`src/sv/vdi_pkg.sv`:
```
`timescale 1ns / 1ps
// ----------------------------------------------------------------------------
// vdi_pkg
// Shared constants, types and functions of the vertex deduplicating indexer.
// ----------------------------------------------------------------------------
package vdi_pkg;

    localparam int TABLE_DEPTH = 1024;
    localparam int IDX_W       = $clog2(TABLE_DEPTH);
    localparam int CNT_W       = IDX_W + 1;
    localparam int COORD_W     = 32;
    localparam int FRAC_BITS   = 16;
    localparam int KEEP_W      = 5;
    localparam int OUT_IDX_W   = 10;

    localparam logic [KEEP_W-1:0] KEEP_RESET = KEEP_W'(FRAC_BITS);

    typedef logic [IDX_W-1:0]   idx_t;
    typedef logic [CNT_W-1:0]   cnt_t;
    typedef logic [COORD_W-1:0] coord_t;

    // controller -> datapath
    typedef struct packed {
        logic init_step;  // zero one hash slot after reset
        logic load;       // latch quantized vertex, reset probe
        logic clear;      // empty the table, issue zero result
        logic next_probe; // step to the next hash slot
        logic insert;     // store vertex under next index
        logic res_hit;    // issue hit result
        logic res_full;   // issue table full result
    } vdi_cmd_t;

    // datapath -> controller
    typedef struct packed {
        logic init_last;
        logic hit;
        logic live;
        logic full;
        logic probe_last;
    } vdi_stat_t;

    // truncate Q15.16 toward zero keeping 'keep' fraction bits
    function automatic coord_t quantize(input coord_t v, input logic [KEEP_W-1:0] keep);
        coord_t mask;
        coord_t mag;
        coord_t res;
        begin
            mask = '0;
            res  = v;
            if (keep < KEEP_W'(FRAC_BITS)) begin
                mask = (coord_t'(1) << (KEEP_W'(FRAC_BITS) - keep)) - coord_t'(1);
                if (v[COORD_W-1]) begin
                    mag = (~v + coord_t'(1)) & ~mask;
                    res = ~mag + coord_t'(1);
                end
                else begin
                    res = v & ~mask;
                end
            end
            return res;
        end
    endfunction

    // xor fold of the key into a slot number
    function automatic idx_t hash_key(input coord_t x, input coord_t y, input coord_t z);
        logic [3*COORD_W-1:0] k;
        idx_t h;
        begin
            k = {x, y, z};
            h = '0;
            for (int i = 0; i < 3*COORD_W; i++) begin
                h[i % IDX_W] = h[i % IDX_W] ^ k[i];
            end
            return h;
        end
    endfunction

endpackage

```
`src/sv/vdi_ctrl.sv`:
```
`timescale 1ns / 1ps
// ----------------------------------------------------------------------------
// vdi_ctrl
// Sequencer for the post-reset table clear, clear commands and the probe loop: hash read, key read, compare.
// ----------------------------------------------------------------------------
module vdi_ctrl (
    input  logic              clk,
    input  logic              rst_n,
    input  logic              start,
    input  logic              cmd,
    input  vdi_pkg::vdi_stat_t stat,
    output vdi_pkg::vdi_cmd_t  ctl,
    output logic              busy
);

    localparam logic [2:0] S_IDLE = 3'd0;
    localparam logic [2:0] S_HRD  = 3'd1;
    localparam logic [2:0] S_KRD  = 3'd2;
    localparam logic [2:0] S_CMP  = 3'd3;
    localparam logic [2:0] S_INIT = 3'd4;

    logic [2:0] state_reg;
    logic [2:0] state_next;

    always_comb
    begin
        state_next = state_reg;
        ctl        = '0;
        unique case (state_reg)
            S_INIT:
            begin
                ctl.init_step = 1'b1;
                if (stat.init_last) begin
                    state_next = S_IDLE;
                end
            end
            S_IDLE:
            begin
                if (start) begin
                    if (cmd) begin
                        ctl.clear = 1'b1;
                    end
                    else begin
                        ctl.load   = 1'b1;
                        state_next = S_HRD;
                    end
                end
            end
            S_HRD: state_next = S_KRD;
            S_KRD: state_next = S_CMP;
            S_CMP:
            begin
                if (stat.live && stat.hit) begin
                    ctl.res_hit = 1'b1;
                    state_next  = S_IDLE;
                end
                else if (!stat.live) begin
                    if (stat.full) begin
                        ctl.res_full = 1'b1;
                    end
                    else begin
                        ctl.insert = 1'b1;
                    end
                    state_next = S_IDLE;
                end
                else if (stat.probe_last) begin
                    // every slot holds another vertex
                    ctl.res_full = 1'b1;
                    state_next   = S_IDLE;
                end
                else begin
                    ctl.next_probe = 1'b1;
                    state_next     = S_HRD;
                end
            end
            default: state_next = S_IDLE;
        endcase
    end

    always_ff @(posedge clk or negedge rst_n)
    begin
        if (!rst_n) begin
            state_reg <= S_INIT;
        end
        else begin
            state_reg <= state_next;
        end
    end

    assign busy = (state_reg != S_IDLE);

endmodule

```
`config.mk`:
```
export PLATFORM = sky130hd
export DESIGN_NAME = vdi_ctrl
export DESIGN_NICKNAME = d
export VERILOG_FILES = /design/src/sv/vdi_pkg.sv /design/src/sv/vdi_ctrl.sv
export SDC_FILE = /design/constraint.sdc
export NUM_CORES = 1
export LEC_CHECK = 0
export BUFFER_PORTS_ARGS = -buffer_cell sky130_fd_sc_hd__buf_4
export CAP_MARGIN = 20
export CORE_AREA = 2 2 39 41
export DETAILED_ROUTE_END_ITERATION = 8
export DIE_AREA = 0 0 41 43
export SYNTH_ARGS = -nofsm -noshare
export SYNTH_HDL_FRONTEND = slang
export SYNTH_SLANG_ARGS = --single-unit
```
`constraint.sdc`:
```
create_clock -name clk -period 1 [get_ports clk]
set_input_delay 0.1 -clock clk [delete_from_list [all_inputs] [get_ports clk]]
set_output_delay 0.1 -clock clk [all_outputs]
set_load 0.02 [all_outputs]
```
==> results.py, run 1 <==
metrics = {
    "detailed_routing": {
        "wl_um": 641,
        "postRouteAntennaNets": 0,
        "vias": 295,
        "drc": 0,
        "drt-initial-drc-count": 4,
        "dr.pass1.iters": 3,
        "wl_per_cell_um": 9.29,
        "viasPerCell": 4.28,
    },
    "hold_path": {
        "hold_path_class": "in -> async",
    },
    "sta": {
        "max_clock_freq_ghz": 0.737,
        "slew_violations": 0,
        "hold_violations": 0,
        "worst_slack_ns": -0.357,
        "setup_viol": 10,
        "rsz0062_at_grt": "true",
        "clock_skew_ns": 0.00107,
        "slew_headroom": 0.777,
        "finalCriticalPeriod_ns": 1.36,
        "post-route-period-util": 1.36,
        "worst_pin_slew_ns": 0.331,
        "whs_ns": 0.194,
    },
    "cts": {
        "cts_tree": "done",
        "clock_latency_ns": 0.24,
        "clk_pin_slew_ns": 0.04,
        "cts_sinks": 3,
        "clock_path_buffers": 2,
        "cts_root_buf": "clkbuf_4",
        "numCtsBuffers": 3,
        "cts_max_level": 1,
    },
    "logic_synthesis": {
        "syn_inst": 24,
        "synth_edf_count": 0,
        "yosysSeqAreaShare": 0.359,
        "synth_top_area_share": 0.235,
        "synth_cell_type_count": 16,
        "syn_area_um2": 213,
        "yosysTopAreaCell": "dfrtp_1",
        "avgSynthCellArea_um2": 8.86,
        "synth-seq-cells": 3,
        "synth_nets": 33,
        "yosys_warnings": 0,
        "yosysMostFrequentCell": "nor2_1",
        "synth_area_leaders": "dfrtp_1 24%, dfstp_2 12%, nor4b_4 11%",
        "async_reset_ff_frac": 1.00,
        "synthFlopType": "dfrtp_1",
    },
    "worst_setup_path": {
        "crit_type": "reg -> out",
        "cp.required_ns": 0.90,
        "crit_fanout": 4,
        "critical-path-top-delay-family": "flip-flops",
        "cp-start-kind": "flip-flop",
        "slowest_delay_ns": 0.57,
        "path_cells": "nand3b_4 -> buf_6 -> nor3_2 -> buf_4",
        "crit_slowest_cell": "dfstp_2",
        "arrival_ns": 1.26,
        "critical_path_buf_inv_count": 2,
        "endpoint_kind": "output pin",
    },
    "grt": {
        "first_global_vias": 280,
        "grt_pass1_wl_um": 1020,
        "grt_max_degree": 6,
        "track_usage": 0.0914,
        "antenna_found_initial": 0,
        "grt_overflow": 0,
    },
    "placement": {
        "io_buffers": 16,
        "dpl.hpwl_um": 465,
        "place_congestion": 0.737,
    },
    "run_status": {
        "status": "finished with violations",
        "violations": "negative setup slack",
    },
    "finish": {
        "final_util": 0.388,
        "largest_reg_flops": 3,
        "nets": 63,
        "layout-drive-gt1-share": 0.736,
        "area_delta_synth_final_pct": 152,
        "diodes": 0,
    },
    "job": {
        "max_cap_viol_count": 0,
    },
    "floorplan": {
        "core-area_um2": 1380,
        "rows": 14,
        "start_util": 0.154,
        "io-pin-count": 17,
        "die_area_um2": 1760,
        "fp.dieH_um": 43,
        "fp.dieW_um": 41,
    },
    "power_and_ir_drop": {
        "pwr_density_cell_nw_per_um2": 2220,
        "power_leakage_uw": 0.000246,
        "irDropWorstVdd_uv": 1040,
        "finalPower_uw": 1190,
    },
}
[layout make-up]
type	instances	area (um^2)
Fill cell	146	847
Inverter	1	3.75
Clock buffer	4	26.3
Multi-Input combinational cell	20	189
Tap cell	16	20.0
Timing Repair Buffer	25	219
Sequential cell	3	78.8
[worst reg2reg max path: cells and delay by family, from the launching register on]
family	cells	cell delay, ns
buffers and inverters	1	0.12
DFF	1	0.57
and+or+nand+nor	3	0.34
[power breakdown]
group / leakage (uW) / internal (uW) / switching (uW) / total, uW
logic: 0.000199 / 414 / 326 / 740
registers: 0.0000320 / 174 / 63.9 / 238
clock network: 0.0000150 / 150 / 67.0 / 217
total: 0.000246 / 738 / 457 / 1190
[cell families after synthesis]
family | count (synthesis) | share of synthesized area
and+or+nand+nor | 17 | 0.535
DFF | 3 | 0.359
buffers and inverters | 1 | 0.0176
AOI/OAI and AO/OA | 2 | 0.0470
xor gates and xnor gates | 1 | 0.0412
[cell usage in the layout (no fill, tap or decap)]
master,synthesis,final
xnor2_1,1,1
nand2b_4,0,1
buf_4,0,16
nor4b_4,1,1
dfrtp_2,0,2
nor2_1,4,2
clkbuf_1,0,1
nor3_4,0,1
nor2_2,0,1
buf_6,0,7
nor2b_1,2,2
nand3b_4,0,1
clkbuf_4,0,3
nand3b_1,1,1
inv_1,1,1
dlygate4sd3_1,0,2
nor3b_2,0,1
nand2_1,2,2
and3_4,0,1
dfstp_2,1,1
a21oi_2,0,1
nor3_2,0,1
nor2_4,0,1
nand2b_1,2,1
o21ai_0,1,1
[per-stage QoR]
| step | setup TNS [ns] | cells | area, um^2 | setup slack [ns] |
|---|---|---|---|---|
| 3_5_place_dp | -0.826 | 61 | 415 | -0.137 |
| 6_report | -2.54 | 69 | 537 | -0.357 |
| 4_1_cts | -2.69 | 69 | 512 | -0.346 |
| 5_1_grt | -3.21 | 69 | 537 | -0.413 |
| 3_3_place_gp | -0.764 | 61 | 415 | -0.135 |
| 2_1_floorplan | -0.595 | 24 | 238 | -0.176 |
[path summary, 6_finish.rpt]
kind	slack (ns)	cells past startpoint	start	endpoint
setup / recovery	-0.36	4	state_reg[2]$_DFFE_PN1P_	ctl[2]
hold / removal	0.19	2	rst_n	state_reg[0]$_DFFE_PN0P_
setup reg to reg	-0.15	4	state_reg[2]$_DFFE_PN1P_	state_reg[0]$_DFFE_PN0P_
hold reg to reg	0.66	2	state_reg[2]$_DFFE_PN1P_	state_reg[1]$_DFFE_PN0P_
max in group asynchronous	0.62	2	rst_n	state_reg[2]$_DFFE_PN1P_
min in group clk	0.30	4	stat[0]	state_reg[0]$_DFFE_PN0P_
[repair_timing]
| action | CTS | global route |
|---|---|---|
| setup endpoints to repair | 9 | 10 |
| cloned | 0 | 0 |
| buffers inserted | 2 | 0 |
| gates resized for setup | 8 | 6 |
| pin swaps | 2 | 2 |
| hold endpoints to repair | 4 | 0 |
| hold buffers | 2 | 0 |
[metal layers]
metal	vias up	share of wire	wire [um]	track usage
met1	136	0.34	216	0.0772
met5	-	0	0	0
met3	2	0.11	68	0.0314
met2	17	0.52	336	0.153
met4	0	0.030	19	0.0800
li1	140	-	-	-
No activity file was read; power rests on OpenSTA's default activity.
==> inputs of run 2 (changes only) <==
==> constraint.sdc (replaced) <==
create_clock -name clk -period 1 [get_ports clk]
set_input_delay 0.1 -clock clk [delete_from_list [all_inputs] [get_ports clk]]
set_output_delay 0.1 -clock clk [all_outputs]
set_load 0.05 [all_outputs]
==> run 2 against run 1 <==
Net effect: the run still ends with negative setup slack left; non-clock buffer count down 2; sequential share of layout area down 0.56 points; global-route usage down 0.79 points; fmax down 0.70%; critical endpoint is now ctl[3]; combinational power up 18%; cell area up 4.0%; critical path depth down 1; largest cell class unchanged; via count down 9.2%.
==> results.py, run 2 (synthesis results as in run 1) <==
metrics = {
    "run_status": {
        "status": "finished with violations",
        "violations": "negative setup slack",
    },
    "detailed_routing": {
        "vias": 268,
        "highest_layer": "met3",
        "wl_met1_um": 215,
        "dr.pass1.iters": 1,
        "drt-initial-drc-count": 0,
        "wl_per_cell_um": 8.84,
        "drc": 0,
        "wl_um": 592,
        "wl_met2_um": 323,
        "wl_met3_um": 54,
        "viasPerCell": 4.00,
        "postRouteAntennaNets": 0,
    },
    "cts": {
        "postCtsSetupRepairBufs": 0,
        "clk_pin_slew_ns": 0.04,
        "clock_latency_ns": 0.23,
        "cts_max_level": 1,
        "cts_tree": "done",
        "cts_root_buf": "clkbuf_4",
        "numCtsBuffers": 3,
        "cts_sinks": 3,
        "clock_path_buffers": 2,
    },
    "grt": {
        "antenna_found_initial": 0,
        "track_usage": 0.0834,
        "grt_pass1_wl_um": 952,
        "grt_max_degree": 6,
        "first_global_vias": 262,
        "grt_overflow": 0,
    },
    "sta": {
        "rsz0062_at_grt": "true",
        "finalCriticalPeriod_ns": 1.37,
        "slew_headroom": 0.850,
        "worst_pin_slew_ns": 0.224,
        "hold_violations": 0,
        "clock_skew_ns": 0.00140,
        "worst_slack_ns": -0.366,
        "slew_violations": 0,
        "max_clock_freq_ghz": 0.732,
        "setup_viol": 10,
        "post-route-period-util": 1.37,
    },
    "floorplan": {
        "fp.dieW_um": 41,
        "core-area_um2": 1380,
        "io-pin-count": 17,
        "fp.dieH_um": 43,
        "rows": 14,
        "start_util": 0.154,
        "die_area_um2": 1760,
    },
    "power_and_ir_drop": {
        "pwr_density_cell_nw_per_um2": 2400,
        "irDropWorstVdd_uv": 1000,
        "power_leakage_uw": 0.000246,
    },
    "finish": {
        "seq_area_um2": 78.8,
        "final_common_cell": "buf_4",
        "multiInputGateArea_um2": 195,
        "design_area_um2": 558,
        "num-fill-cells": 141,
        "final_cell_mix": "10 x buf_4, 7 x buf_6, 4 x buf_8",
        "largest_reg_flops": 3,
        "layout-drive-gt1-share": 0.745,
        "nets": 61,
        "diodes": 0,
        "area_delta_synth_final_pct": 162,
        "fin_cells": 67,
    },
    "hold_path": {
        "min_to": "state_reg[0]$_DFFE_PN0P_",
        "hold_path_class": "in -> reg",
        "hold_start": "stat[0]",
        "hold_depth": 3,
    },
    "placement": {
        "place_area_um2": 442,
        "dpl.hpwl_um": 468,
        "pre_cts_ws_ns": -0.192,
        "place_congestion": 0.612,
        "io_buffers": 16,
        "place_inst": 62,
    },
    "worst_setup_path": {
        "cp.required_ns": 0.90,
        "rr_startpoint": "state_reg[2]$_DFFE_PN1P_",
        "endpoint_kind": "output pin",
        "ff2ff_setup_slack_ns": -0.04,
        "crit_type": "reg -> out",
        "arrival_ns": 1.27,
        "cp-start-kind": "flip-flop",
        "reg2reg_depth": 3,
        "crit_fanout": 4,
        "r2r_end": "state_reg[0]$_DFFE_PN0P_",
    },
    "job": {
        "max_cap_viol_count": 0,
    },
}
==> run 2: where the power goes <==
part,total [uW],internal (uW),switching [uW]
Clock,211,149,61.5
Combinational,870,423,447
Sequential,257,174,82.9
Total,1340,746,591
==> run 2: per-stage QoR <==
stage | power (uW) | hold WS, ns | TNS [ns] | util
finish | 1340 | 0.179 | -2.70 | 0.403
global route | 1430 | 0.185 | -3.25 | 0.403
CTS | 1260 | 0.173 | -2.85 | 0.380
detailed placement | 982 | -0.108 | -1.15 | 0.319
global placement | 975 | -0.109 | -1.19 | 0.319
floorplan | 671 | -0.196 | -2.53 | -
==> run 2: worst max-delay path by stage <==
stage	from	cells after the start	slack, ns	endpoint
floorplan	state_reg[2]$_DFFE_PN1P_	3	-0.49	state_reg[0]$_DFFE_PN0P_
global placement	state_reg[1]$_DFFE_PN0P_	4	-0.19	ctl[4]
detailed placement	state_reg[1]$_DFFE_PN0P_	4	-0.19	ctl[4]
CTS	state_reg[2]$_DFFE_PN1P_	4	-0.37	ctl[1]
global route	state_reg[2]$_DFFE_PN1P_	3	-0.43	ctl[3]
finish	state_reg[2]$_DFFE_PN1P_	3	-0.37	ctl[3]
==> run 2: final cells by class <==
class / instances / share of cell area
sequential: 3 / 0.141
multi-input combinational: 20 / 0.350
tap: 16 / 0.0359
clock buffer: 4 / 0.0471
timing repair buffer: 23 / 0.419
inverter: 1 / 0.00673
==> run 2: critical path, cell delays in order (launching register included) <==
cell      delay [ns]
dfstp_2         0.38
nand3b_4        0.17
nor4b_4         0.28
buf_6           0.19
==> run 2: layer usage <==
layer,global-route usage,vias to the layer above
li1,-,138
met1,0.0742,119
met2,0.131,11
met3,0.0314,0
met4,0.0800,0
met5,0,-
==> run 2: timing repair <==
item	CTS	global route
gates resized for setup	12	8
hold buffers	2	0
endpoints found under the hold margin	4	0
endpoints found under the setup margin	10	10
pin swaps	3	2
==> inputs of run 3 (changes only) <==
--- a/config.mk
+++ b/config.mk
@@ -10,6 +10,7 @@
 export CORE_AREA = 2 2 39 41
 export DETAILED_ROUTE_END_ITERATION = 8
 export DIE_AREA = 0 0 41 43
+export RECOVER_POWER = 50
 export SYNTH_ARGS = -nofsm -noshare
 export SYNTH_HDL_FRONTEND = slang
 export SYNTH_SLANG_ARGS = --single-unit
==> run 3 against run 2 <==
Net effect: the flow still finishes with violations (negative setup slack); setup slack about the same; hold slack unchanged; power down 0.13%; global-route usage unchanged; critical path depth unchanged; sequential cell count unchanged; die area unchanged; via count unchanged; cell area down 0.67%.
==> results.py, run 3 (synthesis results as in run 1) <==
metrics = {
    "worst_setup_path": {
        "r2r_end": "state_reg[0]$_DFFE_PN0P_",
        "critical_path_buf_inv_count": 1,
        "cp-start-kind": "flip-flop",
        "endpoint_kind": "output pin",
        "path_cells": "nand3b_4 -> nor4b_4 -> buf_6",
        "reg2reg_depth": 3,
        "cp.required_ns": 0.90,
        "crit_fanout": 4,
        "arrival_ns": 1.27,
        "crit_type": "reg -> out",
        "slowest_delay_ns": 0.38,
        "crit_slowest_cell": "dfstp_2",
        "rr_startpoint": "state_reg[2]$_DFFE_PN1P_",
        "critical-path-top-delay-family": "simple AND/OR/NAND/NOR gates",
        "ff2ff_setup_slack_ns": -0.04,
    },
    "power_and_ir_drop": {
        "power_leakage_uw": 0.000242,
        "pwr_density_cell_nw_per_um2": 2410,
        "irDropWorstVdd_uv": 999,
    },
    "sta": {
        "worst_slack_ns": -0.366,
        "max_clock_freq_ghz": 0.732,
        "finalCriticalPeriod_ns": 1.37,
        "whs_ns": 0.179,
        "clock_skew_ns": 0.00140,
        "post-route-period-util": 1.37,
        "slew_violations": 0,
        "worst_pin_slew_ns": 0.224,
        "hold_violations": 0,
        "rsz0062_at_grt": "true",
        "setup_viol": 10,
        "slew_headroom": 0.850,
    },
    "placement": {
        "dpl.hpwl_um": 468,
        "place_congestion": 0.612,
        "pre_cts_ws_ns": -0.192,
        "io_buffers": 16,
    },
    "hold_path": {
        "hold_path_class": "in -> reg",
        "hold_start": "stat[0]",
        "min_to": "state_reg[0]$_DFFE_PN0P_",
        "hold_depth": 3,
    },
    "finish": {
        "diodes": 0,
        "layout-drive-gt1-share": 0.725,
        "largest_reg_flops": 3,
        "final_cell_mix": "9 x buf_4, 7 x buf_6, 4 x buf_8",
        "nets": 61,
        "final_common_cell": "buf_4",
        "num-fill-cells": 140,
        "area_delta_synth_final_pct": 161,
    },
    "detailed_routing": {
        "wl_met1_um": 214,
        "wl_per_cell_um": 8.84,
        "viasPerCell": 4.00,
        "dr.pass1.iters": 1,
        "drc": 0,
        "drt-initial-drc-count": 0,
        "wl_um": 592,
        "wl_met3_um": 54,
        "vias": 268,
        "wl_met2_um": 322,
        "highest_layer": "met3",
        "postRouteAntennaNets": 0,
    },
    "floorplan": {
        "rows": 14,
        "start_util": 0.154,
        "io-pin-count": 17,
        "die_area_um2": 1760,
        "fp.dieH_um": 43,
        "core-area_um2": 1380,
        "fp.dieW_um": 41,
    },
    "grt": {
        "track_usage": 0.0834,
        "grt_max_degree": 6,
        "first_global_vias": 262,
        "grt_pass1_wl_um": 952,
        "grt_overflow": 0,
        "antenna_found_initial": 0,
    },
    "job": {
        "max_cap_viol_count": 0,
    },
    "cts": {
        "clock_path_buffers": 2,
        "postCtsSetupRepairBufs": 0,
        "cts_sinks": 3,
        "clk_pin_slew_ns": 0.04,
        "clock_latency_ns": 0.23,
        "cts_root_buf": "clkbuf_4",
        "cts_max_level": 1,
        "numCtsBuffers": 3,
        "cts_tree": "done",
    },
    "run_status": {
        "violations": "negative setup slack",
        "status": "finished with violations",
    },
}
## run 3: cell types whose count changed in the layout (fill, tap and decap cells not counted), sizes merged
cell    before  now
buf         21   20
clkbuf       4    5
## run 3: timing repair
action	CTS	global route
endpoints found under the setup margin	10	10
resized for setup	12	8
hold buffers	2	0
hold endpoints to repair	4	0
cloned	0	0
pin swaps	3	2
## run 3: where the power goes
group | internal [uW] | total (uW) | switching (uW)
combinational | 421 | 868 | 447
clock | 149 | 211 | 61.5
sequential | 174 | 257 | 82.9
total | 745 | 1340 | 591
## run 3: tightest hold or removal path: cells and delay by family
| kind | cells | cell delay (ns) |
|---|---|---|
| buffers and inverters | 1 | 0.10 |
| and+or+nand+nor | 2 | 0.17 |
## run 3: cell type report
cell class / instances / area (um^2) / share of cell area
Sequential cell: 3 / 78.8 / 0.142
Tap cell: 16 / 20.0 / 0.0361
Timing Repair Buffer: 23 / 230 / 0.415
Clock buffer: 4 / 26.3 / 0.0474
Inverter: 1 / 3.75 / 0.00677
Multi-Input combinational cell: 20 / 195 / 0.352
## run 3: how the worst max path moves through the flow
stage / start / slack [ns] / to / depth (start not counted)
3_5_place_dp: state_reg[1]$_DFFE_PN0P_ / -0.19 / ctl[4] / 4
5_1_grt: state_reg[2]$_DFFE_PN1P_ / -0.43 / ctl[3] / 3
2_1_floorplan: state_reg[2]$_DFFE_PN1P_ / -0.49 / state_reg[0]$_DFFE_PN0P_ / 3
4_1_cts: state_reg[2]$_DFFE_PN1P_ / -0.37 / ctl[1] / 4
6_report: state_reg[2]$_DFFE_PN1P_ / -0.37 / ctl[3] / 3
3_3_place_gp: state_reg[1]$_DFFE_PN0P_ / -0.19 / ctl[4] / 4
## run 3: layer usage
metal	vias to the layer above	GRT usage
li1	138	-
met3	0	0.0314
met1	119	0.0742
met2	11	0.131
met4	0	0.0800
met5	-	0
## run 3: through the flow
stage,setup TNS (ns),util,area (um^2),total power [uW],std cells
after floorplan,-2.53,-,256,671,24
after global placement,-1.19,0.319,442,975,62
after detailed placement,-1.15,0.319,442,982,62
after CTS,-2.85,0.380,526,1260,67
after global routing,-3.25,0.401,554,1430,67
final,-2.70,0.401,554,1340,67
